<file path="config.mk">
export PLATFORM = sky130hd
export DESIGN_NAME = usgbs_ctrl
export DESIGN_NICKNAME = d
export VERILOG_FILES = /design/src/hdl/upsample_gradient_block_sum_top_macros.svh /design/src/hdl/usgbs_pkg.sv /design/src/hdl/usgbs_ctrl.sv
export SDC_FILE = /design/constraint.sdc
export NUM_CORES = 1
export LEC_CHECK = 0
export BUFFER_PORTS_ARGS = -buffer_cell sky130_fd_sc_hd__buf_4
export CAP_MARGIN = 20
export CORE_ASPECT_RATIO = 0.7
export CORE_UTILIZATION = 40
export CTS_CLUSTER_DIAMETER = 100
export CTS_CLUSTER_SIZE = 40
export DETAILED_ROUTE_END_ITERATION = 16
export PLACE_DENSITY = 0.65
export SLEW_MARGIN = 20
export SYNTH_ARGS = -nofsm -noshare
export SYNTH_HDL_FRONTEND = slang
export SYNTH_SLANG_ARGS = --single-unit
export TNS_END_PERCENT = 20
</file>
<file path="constraint.sdc">
create_clock -name clk -period 3.4 [get_ports clk]
set_input_delay 0.51 -clock clk [delete_from_list [all_inputs] [get_ports clk]]
set_output_delay 0.51 -clock clk [all_outputs]
set_load 0.01 [all_outputs]
</file>
<file path="src/hdl/upsample_gradient_block_sum_top_macros.svh">
// assertion macros for the block-sum top level
`ifndef UPSAMPLE_GRADIENT_BLOCK_SUM_TOP_MACROS_SVH
`define UPSAMPLE_GRADIENT_BLOCK_SUM_TOP_MACROS_SVH

// same-cycle implication, checked outside reset
`define USGBS_ASSERT_NOW(name, ante, cons, msg) \
    name: assert property (@(posedge clk) disable iff (!rst_n) (ante) |-> (cons)) \
        else $error(msg);

// next-cycle implication, checked outside reset
`define USGBS_ASSERT_NEXT(name, ante, cons, msg) \
    name: assert property (@(posedge clk) disable iff (!rst_n) (ante) |=> (cons)) \
        else $error(msg);

`endif

</file>
<file path="src/hdl/usgbs_pkg.sv">
package usgbs_pkg;

    // default sizes of the line store and counters
    localparam int DEF_MAX_WIDTH    = 256;
    localparam int DEF_MAX_HEIGHT   = 256;
    localparam int DEF_MAX_CHANNELS = 64;
    localparam int DEF_MAX_SCALE    = 8;

    // field widths
    localparam int VALUE_W = 32;
    localparam int SUM_W   = VALUE_W + 6;
    localparam int CHAN_W  = 6;
    localparam int ROW_W   = 8;
    localparam int COL_W   = 8;
    localparam int IN_TDATA_W  = 32;
    localparam int OUT_TDATA_W = 64;
    localparam int OUT_PAD_W   = OUT_TDATA_W - SUM_W - CHAN_W - ROW_W - COL_W;

    // configuration port
    localparam int CFG_IDX_W  = 2;
    localparam int CFG_DATA_W = 9;
    localparam logic [CFG_IDX_W-1:0] REG_WIDTH_IN      = 2'd0;
    localparam logic [CFG_IDX_W-1:0] REG_HEIGHT_IN     = 2'd1;
    localparam logic [CFG_IDX_W-1:0] REG_CHANNEL_COUNT = 2'd2;
    localparam logic [CFG_IDX_W-1:0] REG_SCALE         = 2'd3;

    // width used for limit comparisons, holds any limit up to 65535
    localparam int CMP_W = 16;

    localparam logic signed [SUM_W-1:0] SUM_MAX = {1'b0, {(SUM_W-1){1'b1}}};
    localparam logic signed [SUM_W-1:0] SUM_MIN = {1'b1, {(SUM_W-1){1'b0}}};

    typedef struct packed {
        logic [8:0] width_in;
        logic [8:0] height_in;
        logic [6:0] channel_count;
        logic [3:0] scale;
    } cfg_t;

    // per-item control travelling from the sequencer to the accumulator
    typedef struct packed {
        logic [CHAN_W-1:0] chan;
        logic [ROW_W-1:0]  row;
        logic [COL_W-1:0]  col;
        logic              frame_last;
        logic              emit;
        logic              first;
    } tag_t;

    // zero acts as one, anything above the limit acts as the limit
    function automatic logic [CMP_W-1:0] clamp_cfg(input logic [CMP_W-1:0] v,
                                                   input logic [CMP_W-1:0] hi);
        logic [CMP_W-1:0] r;
        if (v == '0)
            r = CMP_W'(1);
        else if (v > hi)
            r = hi;
        else
            r = v;
        return r;
    endfunction

endpackage

</file>
<file path="src/hdl/usgbs_ctrl.sv">
module usgbs_ctrl
    import usgbs_pkg::*;
#(
    parameter int MAX_WIDTH    = DEF_MAX_WIDTH,
    parameter int MAX_HEIGHT   = DEF_MAX_HEIGHT,
    parameter int MAX_CHANNELS = DEF_MAX_CHANNELS,
    parameter int MAX_SCALE    = DEF_MAX_SCALE,
    localparam int ADDR_W = (MAX_WIDTH > 1) ? $clog2(MAX_WIDTH) : 1
)
(
    input  logic              clk,
    input  logic              rst_n,
    input  cfg_t              cfg,
    input  logic              accept,
    output logic [ADDR_W-1:0] addr,
    output tag_t              tag
);

    localparam int OROW_W = (MAX_HEIGHT > 1) ? $clog2(MAX_HEIGHT) : 1;
    localparam int CH_W   = (MAX_CHANNELS > 1) ? $clog2(MAX_CHANNELS) : 1;
    localparam int SUB_W  = (MAX_SCALE > 1) ? $clog2(MAX_SCALE) : 1;

    logic [ADDR_W-1:0] out_col_reg, out_col_next;
    logic [SUB_W-1:0]  sub_col_reg, sub_col_next;
    logic [OROW_W-1:0] out_row_reg, out_row_next;
    logic [SUB_W-1:0]  sub_row_reg, sub_row_next;
    logic [CH_W-1:0]   chan_reg, chan_next;

    logic [CMP_W-1:0] w, h, c, s;
    logic col_end, row_end, last_col, last_row, last_chan;

    always_comb
    begin
        w = clamp_cfg(CMP_W'(cfg.width_in), CMP_W'(MAX_WIDTH));
        h = clamp_cfg(CMP_W'(cfg.height_in), CMP_W'(MAX_HEIGHT));
        c = clamp_cfg(CMP_W'(cfg.channel_count), CMP_W'(MAX_CHANNELS));
        s = clamp_cfg(CMP_W'(cfg.scale), CMP_W'(MAX_SCALE));
        col_end   = (CMP_W'(sub_col_reg) + CMP_W'(1)) >= s;
        row_end   = (CMP_W'(sub_row_reg) + CMP_W'(1)) >= s;
        last_col  = (CMP_W'(out_col_reg) + CMP_W'(1)) >= w;
        last_row  = (CMP_W'(out_row_reg) + CMP_W'(1)) >= h;
        last_chan = (CMP_W'(chan_reg) + CMP_W'(1)) >= c;
    end

    assign addr           = out_col_reg;
    assign tag.chan       = CHAN_W'(chan_reg);
    assign tag.row        = ROW_W'(out_row_reg);
    assign tag.col        = COL_W'(out_col_reg);
    assign tag.frame_last = last_col && last_row && last_chan;
    assign tag.emit       = col_end && row_end;
    assign tag.first      = (sub_row_reg == '0) && (sub_col_reg == '0);

    // raster walk: column within block, block column, row within block, block row, channel
    always_comb
    begin
        out_col_next = out_col_reg;
        sub_col_next = sub_col_reg;
        out_row_next = out_row_reg;
        sub_row_next = sub_row_reg;
        chan_next    = chan_reg;
        if (accept)
        begin
            if (!col_end)
                sub_col_next = sub_col_reg + 1'b1;
            else
            begin
                sub_col_next = '0;
                if (!last_col)
                    out_col_next = out_col_reg + 1'b1;
                else
                begin
                    out_col_next = '0;
                    if (!row_end)
                        sub_row_next = sub_row_reg + 1'b1;
                    else
                    begin
                        sub_row_next = '0;
                        if (!last_row)
                            out_row_next = out_row_reg + 1'b1;
                        else
                        begin
                            out_row_next = '0;
                            chan_next    = last_chan ? '0 : chan_reg + 1'b1;
                        end
                    end
                end
            end
        end
    end

    always_ff @(posedge clk or negedge rst_n)
    begin
        if (!rst_n)
        begin
            out_col_reg <= '0;
            sub_col_reg <= '0;
            out_row_reg <= '0;
            sub_row_reg <= '0;
            chan_reg    <= '0;
        end
        else
        begin
            out_col_reg <= out_col_next;
            sub_col_reg <= sub_col_next;
            out_row_reg <= out_row_next;
            sub_row_reg <= sub_row_next;
            chan_reg    <= chan_next;
        end
    end

endmodule

</file>
Word-level counts from Yosys, hierarchy flattened
Cells that the tools add are included.
{"block": "word_totals", "regBits": 28, "input_bits": 32}
{"block": "op_classes", "magnitude_cmp": 9, "reduce_logical": 14, "n_addsub": 10, "mux": 13}
{"op": "4-bit by 16-bit greater-or-equal comparator with 1-bit output", "count": 2}
{"op": "9-bit by 16-bit greater-or-equal comparator with 1-bit output", "count": 2}
{"op": "9-bit two-way mux", "count": 3}
{"op": "8-bit by 1-bit adder with 9-bit output (second input constant)", "count": 2}
{"op": "9-bit greater-than comparator (second input constant)", "count": 2}
{"op": "9-bit zero test", "count": 2}
{"op": "8-bit by 1-bit adder with 8-bit output (second input constant)", "count": 2}
{"op": "7-bit by 16-bit greater-or-equal comparator with 1-bit output", "count": 1}
{"op": "16-bit two-way mux", "count": 1}
{"op": "8-bit two-way mux", "count": 2}
{"op": "7-bit two-way mux", "count": 2}
{"op": "3-bit by 1-bit adder with 4-bit output (second input constant)", "count": 2}
{"op": "4-bit two-way mux", "count": 2}
{"op": "6-bit by 1-bit adder with 7-bit output (second input constant)", "count": 1}
{"op": "7-bit greater-than comparator (second input constant)", "count": 1}
{"op": "7-bit zero test", "count": 1}
{"op": "3-bit by 1-bit adder with 3-bit output (second input constant)", "count": 2}
{"op": "6-bit by 1-bit adder with 6-bit output (second input constant)", "count": 1}
{"op": "3-bit zero test", "count": 2}
{"op": "3-bit two-way mux", "count": 2}
{"op": "6-bit two-way mux", "count": 1}
{"op": "5-bit AND reduction", "count": 1}
{"op": "4-bit greater-than comparator (second input constant)", "count": 1}
{"op": "1-bit logical AND", "count": 4}
{"op": "4 further kinds", "count": 4}

Longest topological paths before layout
{"block": "depth", "ltp_word": 6, "mapped_depth": 12}

Worst setup path after synthesis
OpenSTA, ideal clock, no wires.
{"block": "synth_path", "path_type": "reg2out", "startpoint": "reg out_row_reg[0]", "endpoint": "out tag[2] (netlist bit)", "stages_incl_launch_ff": 12, "required_time_ns": 2.890, "arrival_ns": 2.410, "path_slack_ns": 0.480, "cell_sequence": "dfrtp_1 and3_1 and3_1 and3_1 xor2_1 ha_1 a21o_1 a211oi_1 o21ai_1 and2_0 buf_2 and3_1"}
{"item": "start: declaration", "line": "usgbs_ctrl.sv:25", "text": "logic [OROW_W-1:0] out_row_reg, out_row_next;"}
{"item": "start signal: assignment", "line": "usgbs_ctrl.sv:105", "text": "out_row_reg <= out_row_next;"}
{"item": "end: declaration", "line": "usgbs_ctrl.sv:16", "text": "output tag_t tag"}

==> flow_summary.html <==
<table>
<tr><th>Metric</th><th>Value</th></tr>
<tr><th colspan="2">Place</th></tr>
<tr><td>Count of buffers inserted at the top-level ports</td><td>64</td></tr>
<tr><td>Cell area reported after detailed placement</td><td>between 3000 and 4000 sq um</td></tr>
<tr><td>Detailed placer's ending HPWL</td><td>just under 5 mm</td></tr>
<tr><td>Dpl cells</td><td>about 450</td></tr>
<tr><td>RePlAce Congestion</td><td>about 0.81</td></tr>
<tr><td>Post-Place Worst Slack</td><td>between 200 and 250 ps</td></tr>
<tr><th colspan="2">CTS</th></tr>
<tr><td>Clock buffers created by TritonCTS</td><td>3</td></tr>
<tr><td>Maximum level of the CTS H-tree</td><td>1</td></tr>
<tr><td>TritonCTS clock tree</td><td>built</td></tr>
<tr><td>CTS root buf</td><td>clkbuf_8</td></tr>
<tr><td>Hold buffers post-CTS</td><td>0</td></tr>
<tr><td>Clock latency at the later pin of the worst-skew pair</td><td>270 ps</td></tr>
<tr><td>Clock Pin Slew Worst Setup and Hold Paths</td><td>~100 ps</td></tr>
<tr><td>Max clock buf depth</td><td>2</td></tr>
<tr><td>Clock Sink Count</td><td>28</td></tr>
<tr><th colspan="2">Worst setup path</th></tr>
<tr><td>WS Path Type</td><td>register to output port</td></tr>
<tr><td>Slowest cell delay on critical path</td><td>roughly 460 ps</td></tr>
<tr><td>Cell count of the worst reg-to-reg path</td><td>11</td></tr>
<tr><td>Critical Path Slowest Stage Cell</td><td>dfrtp_2</td></tr>
<tr><td>Critical path startpoint category</td><td>register</td></tr>
<tr><td>CP endpoint kind</td><td>output port</td></tr>
<tr><td>Worst endpoint required time</td><td>2890 ps</td></tr>
<tr><td>CP Max Fanout</td><td>6</td></tr>
<tr><td>Cell repeated most along the worst path</td><td>and3_1</td></tr>
<tr><td>Data arrival time of the critical path</td><td>around 2800 ps</td></tr>
<tr><td>List of cells traversed by the critical path</td><td>and3_1 &gt; and3_1 &gt; and3_4 &gt; xor2_2 &gt; ha_1 &gt; a21o_1 &gt; a211oi_2 &gt; o21ai_2 &gt; and2_0 &gt; and3_1 &gt; buf_4</td></tr>
<tr><th colspan="2">Pwr</th></tr>
<tr><td>Power per cell area</td><td>489 nW/um^2</td></tr>
<tr><td>Worst VDD drop</td><td>roughly 0.39 mV</td></tr>
<tr><td>Overall Power</td><td>1.59 mW</td></tr>
<tr><td>P_leak</td><td>between 1.5 and 2 nW</td></tr>
<tr><th colspan="2">Detailed routing</th></tr>
<tr><td>Remaining antenna violation count after routing</td><td>0</td></tr>
<tr><td>Drt via density</td><td>5.31</td></tr>
<tr><td>Wire length per cell after detailed routing</td><td>~13 um</td></tr>
<tr><td>Drt first-iter violations</td><td>around 110</td></tr>
<tr><td>Total via count in the routed design</td><td>2389</td></tr>
<tr><td>Aggregate routed wire length</td><td>a little over 6 mm</td></tr>
<tr><td>DR pass1 iterations</td><td>6</td></tr>
<tr><td>DRC violations left</td><td>0</td></tr>
<tr><th colspan="2">Die</th></tr>
<tr><td>Starting density of the core</td><td>0.417</td></tr>
<tr><td>Core Region</td><td>approximately 6200 sq um</td></tr>
<tr><td>Io pins</td><td>65</td></tr>
<tr><td>Area of the die</td><td>around 7000 sq um</td></tr>
<tr><td>Row count</td><td>24</td></tr>
<tr><td>Floorplan die width</td><td>between 90 and 100 um</td></tr>
<tr><td>Vert. Die Dim</td><td>between 60 and 70 um</td></tr>
<tr><th colspan="2">GRT</th></tr>
<tr><td>Initial antenna violation count</td><td>0</td></tr>
<tr><td>Total overflow reported by the global router</td><td>0</td></tr>
<tr><td>Largest net degree at the start of global routing</td><td>29</td></tr>
<tr><td>Via count of the first global-routing pass</td><td>roughly 2.3k</td></tr>
<tr><td>GRT Resource Usage Total</td><td>0.185</td></tr>
<tr><td>Global-route wire length before repair</td><td>~11 mm</td></tr>
<tr><th colspan="2">Timing</th></tr>
<tr><td>Final count of hold timing violations</td><td>0</td></tr>
<tr><td>Maximum operating frequency</td><td>303 MHz</td></tr>
<tr><td>Final min period</td><td>around 3300 ps</td></tr>
<tr><td>Worst clock skew on the final layout</td><td>about 4.3 ps</td></tr>
<tr><td>Final setup slack of the worst path</td><td>just over 100 ps</td></tr>
<tr><td>Worst Hold Margin</td><td>around 140 ps</td></tr>
<tr><td>Headroom to the max-slew limit</td><td>0.612</td></tr>
<tr><td>Total of endpoints with negative setup slack in the final report</td><td>0</td></tr>
<tr><td>Setup TNS after final layout</td><td>0 ps</td></tr>
<tr><td>Slew @ Worst Pin</td><td>slightly below 600 ps</td></tr>
<tr><td>Fin. max-slew vios</td><td>0</td></tr>
<tr><td>Period Utilization, post-route</td><td>0.970</td></tr>
<tr><th colspan="2">Finish</th></tr>
<tr><td>Post-route core utilization</td><td>0.520</td></tr>
<tr><td>Final #Nets</td><td>about 450</td></tr>
<tr><td>Number of inserted diodes</td><td>0</td></tr>
<tr><td>Filler-free cell count of the finished design</td><td>between 400 and 500</td></tr>
<tr><td>Area growth from synthesis to final layout</td><td>24.7%</td></tr>
<tr><td>Share of post-route cells with drive strength above 1</td><td>0.266</td></tr>
<tr><td>Post-layout instance area</td><td>about 3200 sq um</td></tr>
<tr><th colspan="2">Synthesis</th></tr>
<tr><td>Fraction of synthesis flops using an asynchronous set or reset pin</td><td>1.00</td></tr>
<tr><td>Register bit count reported by yosys</td><td>28</td></tr>
<tr><td>Count of flip-flops with a built-in enable after synthesis</td><td>0</td></tr>
<tr><td>Top post-synthesis cells by count</td><td>nand2_1, ha_1, dfrtp_1</td></tr>
<tr><td>Top cells by area in the synthesized netlist</td><td>dfrtp_1, ha_1, nand2_1, o21ai_0, xor2_1</td></tr>
<tr><td>Number of unique standard cell types used by synthesis</td><td>44</td></tr>
<tr><td>Post-synth design cell area</td><td>2600 sq um</td></tr>
<tr><td>Synthesis warning total</td><td>0</td></tr>
<tr><td>Cell count after synthesis</td><td>around 310</td></tr>
<tr><td>Syn_nets</td><td>between 300 and 400</td></tr>
<tr><td>Top_reg_cell synth</td><td>dfrtp_1</td></tr>
<tr><td>Proportion of synthesized chip area in sequential cells</td><td>0.269</td></tr>
<tr><td>Syn avg cell area</td><td>approximately 8.4 sq um</td></tr>
<tr><td>Most frequent cell after synthesis</td><td>nand2_1</td></tr>
<tr><td>Cell taking the most area after synthesis</td><td>dfrtp_1</td></tr>
<tr><td>Share of the synthesized area in the top cell type</td><td>0.269</td></tr>
<tr><th colspan="2">Worst hold path</th></tr>
<tr><td>Class of the most critical hold timing path</td><td>input pin to asynchronous set/reset pin</td></tr>
<tr><th colspan="2">Run status</th></tr>
<tr><td>Run status</td><td>finished clean</td></tr>
<tr><th colspan="2">Flow run</th></tr>
<tr><td>Number of max-cap violations</td><td>0</td></tr>
</table>
## critical path, delay by kind of cell, from the launching register on
kind,cells,cell delay (ps)
simple gates,5,910
xor+xnor,1,150
fa+ha+maj,1,310
buf+inv,1,140
flops,1,460
compound gates,3,540
## where the power goes
part           internal (mW)  switching [mW]
Combinational          0.414           0.462
Clock                  0.104           0.104
Sequential             0.400           0.104
Total                  0.918           0.670
## metal layers
| layer | vias to the layer above | routed length (um) | share of wire | GRT usage |
|---|---|---|---|---|
| li1 | 1215 | - | - | - |
| met1 | 1115 | 3140 | 0.52 | 0.277 |
| met2 | 57 | 2580 | 0.43 | 0.290 |
| met3 | 2 | 316 | 0.052 | 0.0333 |
| met4 | 0 | 19 | 0.0031 | 0.0149 |
| met5 | - | 0 | 0 | 0 |
## cell type report
class,instances,area [sq um]
flip-flops and latches,28,707
repair buffers,71,533
well taps,78,97.6
inverters,16,60.1
clock buffers,4,55.1
multi-input cells,253,1800
fillers,608,3000
## logic make-up after synthesis
logic type                 share of synthesized area
buffers and inverters                         0.0533
muxes                                         0.0293
adders and majority gates                      0.192
xor gates and xnor gates                      0.0605
DFF                                            0.269
AOI/OAI and AO/OA                              0.172
and+or+nand+nor                                0.223
## timing repair
| action | 4_1_cts | 5_1_grt |
|---|---|---|
| hold endpoints to repair | 0 | 0 |
| pin swaps | 0 | 3 |
| gates cloned | 0 | 0 |
| buffers inserted | 0 | 1 |
| gates resized for setup | 1 | 12 |
| setup endpoints to repair | 1 | 1 |
## cell usage in the layout, fill, tap and decap left out, drive strengths merged, types with 9 or more instances in the layout
master	n
dfrtp	28
nor2	21
ha	40
nand2	52
buf	71
nand3	12
a21oi	12
xor2	11
inv	14
o21ai	25
and3	9
nor3	11
## final timing paths
check	from	to	slack [ps]
max	out_row_reg[0]	tag[2]	100
min	rst_n	addr[1]	140
max reg2reg	out_row_reg[0]	chan_reg[5]	460
min reg2reg	sub_row_reg[1]	sub_row_reg[1]	550
max in group asynchronous	rst_n	out_row_reg[1]	2970
min in group clk	accept	sub_col_reg[0]	450
Power figures use the tool's default switching activity.
